==> src/rtl/core/trwa_pkg.sv <==
// Shared types, constants and codes for the timed ring window average block.
package trwa_pkg;

   localparam int RING_DEPTH_DEFAULT = 12;

   localparam int PPM_W    = 16;
   localparam int TEMP_W   = 15;
   localparam int RH_W     = 14;
   localparam int STAMP_W  = 48;
   localparam int WINDOW_W = 24;

   localparam logic [WINDOW_W-1:0] WINDOW_RESET = 24'd5000;

   localparam logic MODE_PUSH  = 1'b0;
   localparam logic MODE_QUERY = 1'b1;

   // Divider lanes, all sharing one divisor.
   localparam int LANE_COUNT = 3;
   localparam int LANE_PPM   = 0;
   localparam int LANE_TEMP  = 1;
   localparam int LANE_RH    = 2;

   typedef struct packed {
      logic        [PPM_W-1:0]   ppm;
      logic signed [TEMP_W-1:0]  temp_centi;
      logic        [RH_W-1:0]    rh_centi;
      logic        [STAMP_W-1:0] stamp;
   } entry_type;

   typedef enum logic [2:0] {
      ST_IDLE,
      ST_WALK,
      ST_START,
      ST_DIVIDE,
      ST_HOLD
   } state_type;

endpackage

==> src/rtl/core/trwa_if.sv <==
// Request and response channel interfaces.
interface trwa_req_if
   import trwa_pkg::*;
();
   logic                       valid;
   logic                       ready;
   logic                       mode;
   logic        [PPM_W-1:0]    ppm;
   logic signed [TEMP_W-1:0]   temp_centi;
   logic        [RH_W-1:0]     rh_centi;
   logic        [STAMP_W-1:0]  time_ms;

   modport source (output valid, mode, ppm, temp_centi, rh_centi, time_ms, input ready);
   modport sink   (input valid, mode, ppm, temp_centi, rh_centi, time_ms, output ready);
endinterface

interface trwa_rsp_if
   import trwa_pkg::*;
();
   logic                       valid;
   logic                       ready;
   logic                       found;
   logic        [PPM_W-1:0]    avg_ppm;
   logic signed [TEMP_W-1:0]   avg_temp_centi;
   logic        [RH_W-1:0]     avg_rh_centi;

   modport source (output valid, found, avg_ppm, avg_temp_centi, avg_rh_centi, input ready);
   modport sink   (input valid, found, avg_ppm, avg_temp_centi, avg_rh_centi, output ready);
endinterface

==> src/rtl/core/trwa_divider.sv <==
// Restoring divider, one quotient bit per cycle, several dividends over one divisor.
module trwa_divider
   import trwa_pkg::*;
#(
   parameter int DIVIDEND_W = 20,
   parameter int DIVISOR_W  = 4
) (
   input  logic                                  clock,
   input  logic                                  reset,
   input  logic                                  start,
   input  logic [LANE_COUNT-1:0][DIVIDEND_W-1:0] dividend,
   input  logic [DIVISOR_W-1:0]                  divisor,
   output logic                                  done,
   output logic [LANE_COUNT-1:0][DIVIDEND_W-1:0] quotient
);

   localparam int STEP_W = $clog2(DIVIDEND_W + 1);

   logic                                  busy_ff, busy_in;
   logic                                  done_ff, done_in;
   logic [STEP_W-1:0]                     step_ff, step_in;
   logic [DIVISOR_W-1:0]                  divisor_ff, divisor_in;
   logic [LANE_COUNT-1:0][DIVISOR_W-1:0]  rem_ff, rem_in;
   logic [LANE_COUNT-1:0][DIVIDEND_W-1:0] quot_ff, quot_in;

   always_comb begin
      logic [DIVISOR_W:0] partial;
      logic [DIVISOR_W:0] diff;
      logic               ge;

      busy_in    = busy_ff;
      done_in    = 1'b0;
      step_in    = step_ff;
      divisor_in = divisor_ff;
      rem_in     = rem_ff;
      quot_in    = quot_ff;
      partial    = '0;
      diff       = '0;
      ge         = 1'b0;

      if (start) begin
         busy_in    = 1'b1;
         step_in    = STEP_W'(DIVIDEND_W);
         divisor_in = divisor;
         rem_in     = '0;
         quot_in    = dividend;
      end else if (busy_ff) begin
         for (int lane = 0; lane < LANE_COUNT; lane++) begin
            partial = {rem_ff[lane], quot_ff[lane][DIVIDEND_W-1]};
            diff    = partial - {1'b0, divisor_ff};
            ge      = (partial >= {1'b0, divisor_ff});
            rem_in[lane]  = ge ? diff[DIVISOR_W-1:0] : partial[DIVISOR_W-1:0];
            quot_in[lane] = {quot_ff[lane][DIVIDEND_W-2:0], ge};
         end
         step_in = step_ff - 1'b1;
         if (step_ff == STEP_W'(1)) begin
            busy_in = 1'b0;
            done_in = 1'b1;
         end
      end
   end

   always_ff @(posedge clock) begin
      if (reset) begin
         busy_ff <= 1'b0;
         done_ff <= 1'b0;
         step_ff <= '0;
      end else begin
         busy_ff <= busy_in;
         done_ff <= done_in;
         step_ff <= step_in;
      end
   end

   always_ff @(posedge clock) begin
      divisor_ff <= divisor_in;
      rem_ff     <= rem_in;
      quot_ff    <= quot_in;
   end

   assign done     = done_ff;
   assign quotient = quot_ff;

endmodule

==> src/rtl/core/timed_ring_window_average.sv <==
// Time-windowed moving average over a ring of timestamped samples, one item at a time.
// Push: the ring is written at the accepting edge; no response.
// Query: checks one ring entry per cycle, newest first, stopping at the first stale one, then
//   divides the three sums by the count of entries taken; the divide is skipped when none was
//   taken, and an empty ring goes straight to the response; a held response stalls.
// Reset (synchronous, active high) empties the ring and restores window_ff to 5000.
module timed_ring_window_average
   import trwa_pkg::*;
#(
   parameter int RING_DEPTH = RING_DEPTH_DEFAULT
) (
   input  logic                clock,
   input  logic                reset,
   trwa_req_if.sink            req,
   trwa_rsp_if.source          rsp,
   input  logic                csr_wr_en,
   input  logic [WINDOW_W-1:0] csr_wr_data
);

   localparam int IDX_W  = (RING_DEPTH > 1) ? $clog2(RING_DEPTH) : 1;
   localparam int CNT_W  = $clog2(RING_DEPTH + 1);
   localparam int PSUM_W = PPM_W + CNT_W;
   localparam int TSUM_W = TEMP_W + CNT_W;
   localparam int RSUM_W = RH_W + CNT_W;
   localparam int DIV_W  = PPM_W + CNT_W;

   localparam logic [IDX_W-1:0] LAST_IDX = IDX_W'(RING_DEPTH - 1);

   state_type                 state_ff, state_in;
   logic [IDX_W-1:0]          wptr_ff, wptr_in;
   logic [CNT_W-1:0]          fill_ff, fill_in;
   logic [WINDOW_W-1:0]       window_ff;
   logic [STAMP_W-1:0]        now_ff, now_in;
   logic [IDX_W-1:0]          issue_idx_ff, issue_idx_in;
   logic [CNT_W-1:0]          issue_left_ff, issue_left_in;
   logic [CNT_W-1:0]          check_left_ff, check_left_in;
   logic [CNT_W-1:0]          count_ff, count_in;
   logic [PSUM_W-1:0]         sum_ppm_ff, sum_ppm_in;
   logic signed [TSUM_W-1:0]  sum_temp_ff, sum_temp_in;
   logic [RSUM_W-1:0]         sum_rh_ff, sum_rh_in;
   logic                      rd_vld_ff;
   entry_type                 rd_data_ff;
   logic                      rd_en;
   logic                      push_we;
   logic                      take;
   logic                      rsp_load;
   logic                      rsp_valid_ff, rsp_valid_in;
   logic                      found_ff;
   logic [PPM_W-1:0]          avg_ppm_ff;
   logic signed [TEMP_W-1:0]  avg_temp_ff;
   logic [RH_W-1:0]           avg_rh_ff;

   entry_type ring_mem [RING_DEPTH];

   // Divider hookup
   logic                                  div_start;
   logic                                  div_done;
   logic [LANE_COUNT-1:0][DIV_W-1:0]      div_dividend;
   logic [LANE_COUNT-1:0][DIV_W-1:0]      div_quotient;
   logic signed [DIV_W-1:0]               temp_ext;
   logic                                  temp_neg;
   logic [DIV_W-1:0]                      temp_quot;

   assign temp_neg = sum_temp_ff[TSUM_W-1];
   assign temp_ext = DIV_W'(sum_temp_ff);

   always_comb begin
      div_dividend            = '0;
      div_dividend[LANE_PPM]  = DIV_W'(sum_ppm_ff);
      div_dividend[LANE_TEMP] = temp_neg ? -temp_ext : temp_ext;
      div_dividend[LANE_RH]   = DIV_W'(sum_rh_ff);
   end

   trwa_divider #(
      .DIVIDEND_W (DIV_W),
      .DIVISOR_W  (CNT_W)
   ) u_divider (
      .clock    (clock),
      .reset    (reset),
      .start    (div_start),
      .dividend (div_dividend),
      .divisor  (count_ff),
      .done     (div_done),
      .quotient (div_quotient)
   );

   // An entry is in the window when stamp + window >= now; no underflow this way.
   assign take = ({1'b0, rd_data_ff.stamp} + {{(STAMP_W + 1 - WINDOW_W){1'b0}}, window_ff})
                 >= {1'b0, now_ff};

   assign rd_en   = (state_ff == ST_WALK) && (issue_left_ff != '0);
   assign push_we = (state_ff == ST_IDLE) && req.valid && (req.mode == MODE_PUSH);

   always_comb begin
      state_in      = state_ff;
      wptr_in       = wptr_ff;
      fill_in       = fill_ff;
      now_in        = now_ff;
      issue_idx_in  = issue_idx_ff;
      issue_left_in = issue_left_ff;
      check_left_in = check_left_ff;
      count_in      = count_ff;
      sum_ppm_in    = sum_ppm_ff;
      sum_temp_in   = sum_temp_ff;
      sum_rh_in     = sum_rh_ff;
      div_start     = 1'b0;
      rsp_load      = 1'b0;
      req.ready     = 1'b0;

      // Keep issuing reads toward older entries; surplus reads are dropped.
      if (rd_en) begin
         issue_idx_in  = (issue_idx_ff == '0) ? LAST_IDX : issue_idx_ff - 1'b1;
         issue_left_in = issue_left_ff - 1'b1;
      end

      case (state_ff)
         ST_IDLE: begin
            req.ready = 1'b1;
            if (req.valid) begin
               if (req.mode == MODE_PUSH) begin
                  wptr_in = (wptr_ff == LAST_IDX) ? '0 : wptr_ff + 1'b1;
                  if (fill_ff < CNT_W'(RING_DEPTH)) begin
                     fill_in = fill_ff + 1'b1;
                  end
               end else begin
                  now_in        = req.time_ms;
                  count_in      = '0;
                  sum_ppm_in    = '0;
                  sum_temp_in   = '0;
                  sum_rh_in     = '0;
                  issue_idx_in  = (wptr_ff == '0) ? LAST_IDX : wptr_ff - 1'b1;
                  issue_left_in = fill_ff;
                  check_left_in = fill_ff;
                  state_in      = (fill_ff == '0) ? ST_HOLD : ST_WALK;
               end
            end
         end
         ST_WALK: begin
            if (rd_vld_ff) begin
               check_left_in = check_left_ff - 1'b1;
               if (take) begin
                  count_in    = count_ff + 1'b1;
                  sum_ppm_in  = sum_ppm_ff + PSUM_W'(rd_data_ff.ppm);
                  sum_temp_in = sum_temp_ff + TSUM_W'(rd_data_ff.temp_centi);
                  sum_rh_in   = sum_rh_ff + RSUM_W'(rd_data_ff.rh_centi);
               end
               if (!take || check_left_ff == CNT_W'(1)) begin
                  state_in = ST_START;
               end
            end
         end
         ST_START: begin
            if (count_ff == '0) begin
               state_in = ST_HOLD;
            end else begin
               div_start = 1'b1;
               state_in  = ST_DIVIDE;
            end
         end
         ST_DIVIDE: begin
            if (div_done) begin
               state_in = ST_HOLD;
            end
         end
         ST_HOLD: begin
            // Wait for the output register to free up.
            if (!rsp_valid_ff || rsp.ready) begin
               rsp_load = 1'b1;
               state_in = ST_IDLE;
            end
         end
         default: begin
            state_in = ST_IDLE;
         end
      endcase
   end

   assign rsp_valid_in = rsp_load ? 1'b1 : (rsp.ready ? 1'b0 : rsp_valid_ff);
   assign temp_quot    = temp_neg ? -div_quotient[LANE_TEMP] : div_quotient[LANE_TEMP];

   always_ff @(posedge clock) begin
      if (reset) begin
         state_ff      <= ST_IDLE;
         wptr_ff       <= '0;
         fill_ff       <= '0;
         window_ff     <= WINDOW_RESET;
         issue_left_ff <= '0;
         check_left_ff <= '0;
         count_ff      <= '0;
         rd_vld_ff     <= 1'b0;
         rsp_valid_ff  <= 1'b0;
      end else begin
         state_ff      <= state_in;
         wptr_ff       <= wptr_in;
         fill_ff       <= fill_in;
         issue_left_ff <= issue_left_in;
         check_left_ff <= check_left_in;
         count_ff      <= count_in;
         rd_vld_ff     <= rd_en;
         rsp_valid_ff  <= rsp_valid_in;
         if (csr_wr_en) begin
            window_ff <= csr_wr_data;
         end
      end
   end

   always_ff @(posedge clock) begin
      now_ff       <= now_in;
      issue_idx_ff <= issue_idx_in;
      sum_ppm_ff   <= sum_ppm_in;
      sum_temp_ff  <= sum_temp_in;
      sum_rh_ff    <= sum_rh_in;
      if (rsp_load) begin
         found_ff    <= (count_ff != '0);
         avg_ppm_ff  <= (count_ff != '0) ? div_quotient[LANE_PPM][PPM_W-1:0] : '0;
         avg_temp_ff <= (count_ff != '0) ? signed'(temp_quot[TEMP_W-1:0]) : '0;
         avg_rh_ff   <= (count_ff != '0) ? div_quotient[LANE_RH][RH_W-1:0] : '0;
      end
   end

   // Ring memory: one write port, one registered read port.
   always_ff @(posedge clock) begin
      if (push_we) begin
         ring_mem[wptr_ff] <= '{ppm:        req.ppm,
                                temp_centi: req.temp_centi,
                                rh_centi:   req.rh_centi,
                                stamp:      req.time_ms};
      end
      if (rd_en) begin
         rd_data_ff <= ring_mem[issue_idx_ff];
      end
   end

   assign rsp.valid          = rsp_valid_ff;
   assign rsp.found          = found_ff;
   assign rsp.avg_ppm        = avg_ppm_ff;
   assign rsp.avg_temp_centi = avg_temp_ff;
   assign rsp.avg_rh_centi   = avg_rh_ff;

   a_fill_bounded : assert property (@(posedge clock) disable iff (reset)
      fill_ff <= CNT_W'(RING_DEPTH))
      else $error("fill count beyond ring depth");

   a_count_bounded : assert property (@(posedge clock) disable iff (reset)
      count_ff <= fill_ff)
      else $error("taken entries exceed filled entries");

   a_query_starts_walk : assert property (@(posedge clock) disable iff (reset)
      (req.valid && req.ready && req.mode == MODE_QUERY) |=>
         (state_ff == ST_WALK || state_ff == ST_HOLD))
      else $error("query transfer did not start a walk");

   a_done_in_divide : assert property (@(posedge clock) disable iff (reset)
      div_done |-> (state_ff == ST_DIVIDE))
      else $error("divider finished outside the divide phase");

endmodule

==> src/flat_wrapper.sv <==
// flat-port wrapper written by rule: the top's interface ports become plain ports
module timed_ring_window_average_flat import trwa_pkg::*;
#(
   parameter int RING_DEPTH = RING_DEPTH_DEFAULT
)
  (clock, reset, csr_wr_en, csr_wr_data, req_valid, req_mode, req_ppm, req_temp_centi, req_rh_centi, req_time_ms, req_ready, rsp_valid, rsp_found, rsp_avg_ppm, rsp_avg_temp_centi, rsp_avg_rh_centi, rsp_ready);
  trwa_req_if req_i ();
  trwa_rsp_if rsp_i ();
  input  logic clock;
  input  logic reset;
  input  logic csr_wr_en;
  input  logic [WINDOW_W-1:0] csr_wr_data;
  input wire logic [$bits(req_i.valid)-1:0] req_valid;
  input wire logic [$bits(req_i.mode)-1:0] req_mode;
  input wire logic [$bits(req_i.ppm)-1:0] req_ppm;
  input wire logic [$bits(req_i.temp_centi)-1:0] req_temp_centi;
  input wire logic [$bits(req_i.rh_centi)-1:0] req_rh_centi;
  input wire logic [$bits(req_i.time_ms)-1:0] req_time_ms;
  output wire logic [$bits(req_i.ready)-1:0] req_ready;
  output wire logic [$bits(rsp_i.valid)-1:0] rsp_valid;
  output wire logic [$bits(rsp_i.found)-1:0] rsp_found;
  output wire logic [$bits(rsp_i.avg_ppm)-1:0] rsp_avg_ppm;
  output wire logic [$bits(rsp_i.avg_temp_centi)-1:0] rsp_avg_temp_centi;
  output wire logic [$bits(rsp_i.avg_rh_centi)-1:0] rsp_avg_rh_centi;
  input wire logic [$bits(rsp_i.ready)-1:0] rsp_ready;
  assign req_i.valid = req_valid;
  assign req_i.mode = req_mode;
  assign req_i.ppm = req_ppm;
  assign req_i.temp_centi = req_temp_centi;
  assign req_i.rh_centi = req_rh_centi;
  assign req_i.time_ms = req_time_ms;
  assign req_ready = req_i.ready;
  assign rsp_valid = rsp_i.valid;
  assign rsp_found = rsp_i.found;
  assign rsp_avg_ppm = rsp_i.avg_ppm;
  assign rsp_avg_temp_centi = rsp_i.avg_temp_centi;
  assign rsp_avg_rh_centi = rsp_i.avg_rh_centi;
  assign rsp_i.ready = rsp_ready;
  timed_ring_window_average #(.RING_DEPTH(RING_DEPTH)) u_core (.clock(clock), .reset(reset), .req(req_i), .rsp(rsp_i), .csr_wr_en(csr_wr_en), .csr_wr_data(csr_wr_data));
endmodule
==> config.mk <==
export PLATFORM = sky130hd
export DESIGN_NAME = timed_ring_window_average_flat
export DESIGN_NICKNAME = d
export VERILOG_FILES = /design/src/rtl/core/trwa_pkg.sv /design/src/rtl/core/trwa_if.sv /design/src/rtl/core/trwa_divider.sv /design/src/rtl/core/timed_ring_window_average.sv /design/src/flat_wrapper.sv
export SDC_FILE = /design/constraint.sdc
export NUM_CORES = 2
export LEC_CHECK = 0
export BUFFER_PORTS_ARGS = -buffer_cell sky130_fd_sc_hd__buf_2
export CORE_MARGIN = 2
export CORE_UTILIZATION = 37
export CTS_BUF_LIST = sky130_fd_sc_hd__clkbuf_8
export CTS_CLUSTER_SIZE = 40
export DETAILED_ROUTE_END_ITERATION = 10
export PLACE_DENSITY_LB_ADDON = 0.05
export SYNTH_ARGS = -nofsm -noshare
export SYNTH_HDL_FRONTEND = slang
export SYNTH_SLANG_ARGS = --single-unit
==> constraint.sdc <==
create_clock -name clock -period 11.01 [get_ports clock]
set_input_delay 1.6515 -clock clock [delete_from_list [all_inputs] [get_ports clock]]
set_output_delay 1.6515 -clock clock [all_outputs]
set_load 0.01 [all_outputs]
### Word-level counts from Yosys, hierarchy flattened

Memory sizes are Yosys's and may differ from the RTL's. A register that Yosys moved wholly into a read port is not among the register bits.
Cells that the tools add are included.

* register bits: 287
* bits in writable memories: 1116
* bits of input ports: 123
* logic and storage cells: 160
* memories: 1

* add/subtract/negate cells: 17
* $lt $le $gt $ge: 5
* eq/ne operators: 14
* multiplexer cells: 66
* bitwise gates (word level): 2
* reduce and logical (&&, ||, !) cells: 25

Memories
* u_core.ring_mem: words 12, bits a word 93, read ports 1, clocked after memory_dff 1, write ports 1, line timed_ring_window_average.sv:53 `entry_type ring_mem [RING_DEPTH];`

Operators with widths (count)
* $mux W58: 2
* $mux W20: 5
* $mux W4: 21
* $mux W19: 4
* $mux W18: 4
* $add A48 B24 Y49: 1
* $ge A49 B48 Y1: 1
* $pmux W20 S2: 1
* $pmux W19 S2: 1
* $pmux W18 S2: 1
* $mux W3: 8
* $add A20 B16 Y20: 1
* $neg A19 Y20: 1
* $add A19 B15 Y19: 1
* $add A18 B14 Y18: 1
* $logic_not A4 Y1: 4
* $pmux W4 S2: 2
* $sub A4 B1 Y4 const B: 4
* $ge A5 B4 Y1: 3
* $mux W15: 1
* $neg A15 Y15: 1
* $pmux W3 S5: 1
* $mux W1: 13
* $add A4 B1 Y4 const B: 3
* 25 further kinds: 44

### Depth between registers and ports, before layout

* depth after elaboration: 7
* depth in mapped cells: 21
* depth with buffers taken out: 19

### Hierarchy

From an unflattened synthesis, not the netlist that was laid out.

* cell total of the unflattened synthesis: 3534
* area total of the unflattened synthesis: 62168.4 um^2

Modules (own cells, without submodules)
* timed_ring_window_average: instances 1, cells an instance 3258, area each 58264.6 um^2
* trwa_divider: instances 1, cells an instance 276, area each 3903.7 um^2

### Worst setup path before layout

No wires, ideal clock.

* kind: input to register
* start: input port req_mode
* end: memory u_core.ring_mem[3][0] (netlist name), enable pin
* data arrival time: 8.596 ns
* required time: 10.349 ns
* slack: 1.753 ns
* stages on the path: 4
* path buffers: 1
* path through: and3b_1 > clkbuf_1 > nand2_1 > nor3_1

* word-level cells in the longest chain between the ends: 4

RTL lines
* start: declaration: line flat_wrapper.sv:14 `input wire logic [$bits(req_i.mode)-1:0] req_mode;`
* $not A1 Y1 (no source line)
* $logic_and A1 B1 Y1: line timed_ring_window_average.sv:92 `assign push_we = (state_ff == ST_IDLE) && req.valid && (req.mode == MODE_PUSH);`
* $mux W1: line timed_ring_window_average.sv:223 `if (push_we) begin`
* $mux W1 (not written as such): line timed_ring_window_average.sv:224 `ring_mem[wptr_ff] <= '{ppm: req.ppm,`
* end: declaration: line timed_ring_window_average.sv:53

Every way passes these cells.

### Worst setup path in the final report

* start: register, netlist name u_core.rd_data_ff[0]
* end: register u_core.sum_rh_ff[11], enable pin

* word-level cells in the longest chain between the ends: 4

RTL lines
* $add A48 B24 Y49: line timed_ring_window_average.sv:88 `assign take = ({1'b0, rd_data_ff.stamp} + {{(STAMP_W + 1 - WINDOW_W){1'b0}}, window_ff})`
* $ge A49 B48 Y1: line timed_ring_window_average.sv:89 `>= {1'b0, now_ff};`
* $ne A2 B1 Y1 (no source line)
* $reduce_and A5 Y1 (no source line)
* end signal: assignment: line timed_ring_window_average.sv:212 `sum_rh_ff <= sum_rh_in;`
* end: declaration: line timed_ring_window_average.sv:40 `logic [RSUM_W-1:0] sum_rh_ff, sum_rh_in;`

Every way passes these cells.
A chain may end at the register's enable or synchronous reset.

==> results.toml <==
[run_status]
status = "complete, no violations"

[floorplan]
die-width_um = 412.9
start_util_pct = 37.11
die_y_um = 412.9
num_rows = 150
io_pins = 171
die-area_mm2 = 0.1704
design.core.area_mm2 = 0.1667

[clock_tree]
post_cts_buffers = 0
clk_latency_ps = 1000
numCtsBuffers = 285
ctsResizeCount = 0
cts_max_level = 5
clock_sinks = 1496
cts_hold_buffers = 0
root_buffer = "clkbuf_8"
cts_tree = "done"
clkTransAtPathRegs_ps = 50
cts_buffer_depth = 4

[power_and_ir_drop]
pwr_density_cell_mw_per_mm2 = 218.7
vdd_drop_max_mv = 0.1714
power_frac_clock_pct = 31.3
p_switching_mw = 4.575
power.leakage_nw = 24.39
comb_power_share_pct = 23.3
power_frac_seq_pct = 45.4
power.internal_mw = 10.79
power_mw = 15.37
swShare_pct = 29.78

[timing]
setup_viol = 0
setup_tns_ps = 0
hold_ws_ps = 456.4
period_share_pct = 58.44
fin_crit_ps = 6434
fmax_mhz = 155.4
drv_slew = 0
rsz0062_at_grt = "false"
clock_skew_ps = 65.55
setup_ws_ps = 4576
worstMarginPinSlew_ps = 1037
slew_headroom_pct = 30.86
hold_violations = 0

[routing]
drc_errors = 0
dr.pass1.iters = 5
routed_wl_mm = 150.0
antenna_left = 0
first_iter_violations = 1949
vias = 32310
wl_per_cell_um = 23.57
viasPerCell = 5.078

[critical_path]
worstRegToRegCells = 19
worstPathCellList = "ha_1 -> fa_1 -> a211oi_1 -> o211ai_1 -> a311o_1 -> or2_1 -> a221oi_2 -> a2bb2oi_1 -> nor2b_1 -> xnor2_1 -> ha_1 -> nand4_1 -> or4_1 -> a21o_1 -> a2111oi_4 -> o31ai_1 -> o211a_1 -> a21oi_4 -> buf_4"
cpPeakStageDelay_ps = 650
cp.arrival_ps = 7010
crit_type = "reg2reg"
critPathMaxFanout = 57
critPathCaptureType = "register"
startpoint_type = "register"
cpMostUsedCell = "ha_1"
critPathRequiredTime_ps = 11580
slowest_stage = "buf_4"

[grt]
use_met1_pct = 23.96
grt_remaining_overflow = 0
grt_pass1_wl_mm = 222.4
antenna_found_initial = 37
grt_use_total_pct = 17.70
grt_max_degree = 86
grt_util_met2_pct = 28.87
busiest_layer = "met2"
grt_pass1_vias = 33770
grtUsageMet3_pct = 3.498

[cells_and_area]
stdcell_area_mm2 = 0.07027
fin_nets = 4247
fillers = 15140
regArea_mm2 = 0.04420
area_growth_pct = 13.61
drive_gt1_share_pct = 20.91
multi_input_area_mm2 = 0.01672

[synth]
synth-xor-area-share_pct = 1.657
synth_top_area_share_pct = 69.04
synth-simple-area-share_pct = 5.563
synth.avg_cell_area_um2 = 17.15
postSynthCellCount = 3607
synthArstFlopShare_pct = 0
synth_compound_area_share_pct = 4.141
synth_seq_cells = 1496
yosys_most_used_dff = "edfxtp_1"
synth_warnings = 0
synth_cell_types = 77
synthTopCellsByArea = "edfxtp_1, mux4_2, ha_1"
syn_nets = 3885
synth.largest_area_cell = "edfxtp_1"
synth_edf_count = 1422
netlist_area_mm2 = 0.06185
muxShareOfSynthArea_pct = 12.30
synth_top_family_by_area = "multiplexers"
synth_adder_area_share_pct = 3.221
yosysSeqAreaShare_pct = 71.44

[job]
maxCapViolations = 0

[placement]
hpwl_mm = 84.59
port_buffers = 170
gp_congestion = 0.7600
place_worst_setup_slack_ps = 4598
dpl_cell_area_mm2 = 0.06541

[hold_path]
hold_class = "reg2reg"
min_path_cells = 2
stage by stage:
step | cells | util, %
2_1_floorplan | 3607 | -
3_3_place_gp | 5886 | 39.25
3_5_place_dp | 5886 | 39.25
4_1_cts | 6359 | 42.16
5_1_grt | 6362 | 42.16
6_report | 6362 | 42.16
state kept, by name, summed over array words and instances (netlist names), 18 cells and up:
| register | flops |
|---|---|
| u_core.now_ff | 48 |
| u_core.rd_data_ff | 93 |
| u_core.ring_mem | 1116 |
| u_core.sum_ppm_ff | 20 |
| u_core.sum_rh_ff | 18 |
| u_core.sum_temp_ff | 19 |
| u_core.u_divider.quotient | 60 |
| u_core.window_ff | 24 |
power by group through the flow:
stage	Clock (mW)	Combinational, mW	Sequential [mW]
after floorplan	0	2.73	6.90
after global placement	0	3.70	7.10
after detailed placement	0	3.70	7.10
after CTS	5.00	3.71	6.98
after global routing	5.23	3.99	7.01
final	4.81	3.59	6.97
critical path: cells and delay by family (launching register included):
family,cells,cell delay [ps]
fa+ha+maj,3,970
xor+xnor,1,90
compound gates,10,2800
buf+inv,1,650
flops,1,360
simple gates,4,1080
area by class of cell:
type | count | share of cell area [%]
Multi-Input combinational cell | 1844 | 23.79
Timing Repair Buffer | 228 | 1.866
Tap cell | 2204 | 3.925
Sequential cell | 1496 | 62.90
Inverter | 114 | 0.6125
Clock buffer | 295 | 5.778
Clock inverter | 178 | 1.118
Antenna cell | 3 | 0.01068
cells in the mapped netlist (42+ instances only):
| cell type | number |
|---|---|
| xor2_1 | 51 |
| nand2_1 | 308 |
| mux4_2 | 279 |
| xnor2_1 | 66 |
| o21ai_0 | 181 |
| a21oi_1 | 94 |
| nor2_1 | 155 |
| edfxtp_1 | 1422 |
| ha_1 | 148 |
| inv_1 | 112 |
| nor2b_1 | 56 |
| dfxtp_1 | 74 |
| nor3_1 | 42 |
| mux2i_1 | 132 |
| clkbuf_1 | 103 |
metal layers:
metal / wire length (um) / vias to the layer above / part of all wire (%)
met4: 3857 / 22 / 2.6
met1: 68390 / 16420 / 46
met3: 6192 / 338 / 4.1
met5: 126 / - / 0.084
met2: 71390 / 652 / 48
li1: - / 14880 / -
cell families after synthesis:
logic type,after synthesis
mux,411
flops,1496
xor+xnor,117
buf+inv,267
fa+ha+maj,155
simple gates,740
compound gates,421
worst paths after layout:
kind	from	endpoint	slack, ps
worst min-delay path	u_core.u_divider.rem_ff[3]	u_core.u_divider.rem_ff[3]	460
worst min register to register	u_core.u_divider.rem_ff[3]	u_core.u_divider.rem_ff[3]	460
worst max register to register	u_core.rd_data_ff[0]	u_core.sum_rh_ff[11]	4580
worst max-delay path	u_core.rd_data_ff[0]	u_core.sum_rh_ff[11]	4580
cell usage in the layout, fill, tap and decap left out, types with 51 or more instances in the layout:
cell type,synthesis,final
clkinv_1,1,58
buf_4,0,56
mux2i_1,132,132
buf_2,27,170
inv_1,112,205
xor2_1,51,51
dfxtp_1,74,70
xnor2_1,66,66
clkbuf_8,0,295
nor2b_1,56,56
ha_1,148,148
mux4_2,279,279
nand2_1,308,307
o21ai_0,181,181
a21oi_1,94,93
edfxtp_1,1422,1422
nor2_1,155,154
No activity file was read; power rests on OpenSTA's default activity.
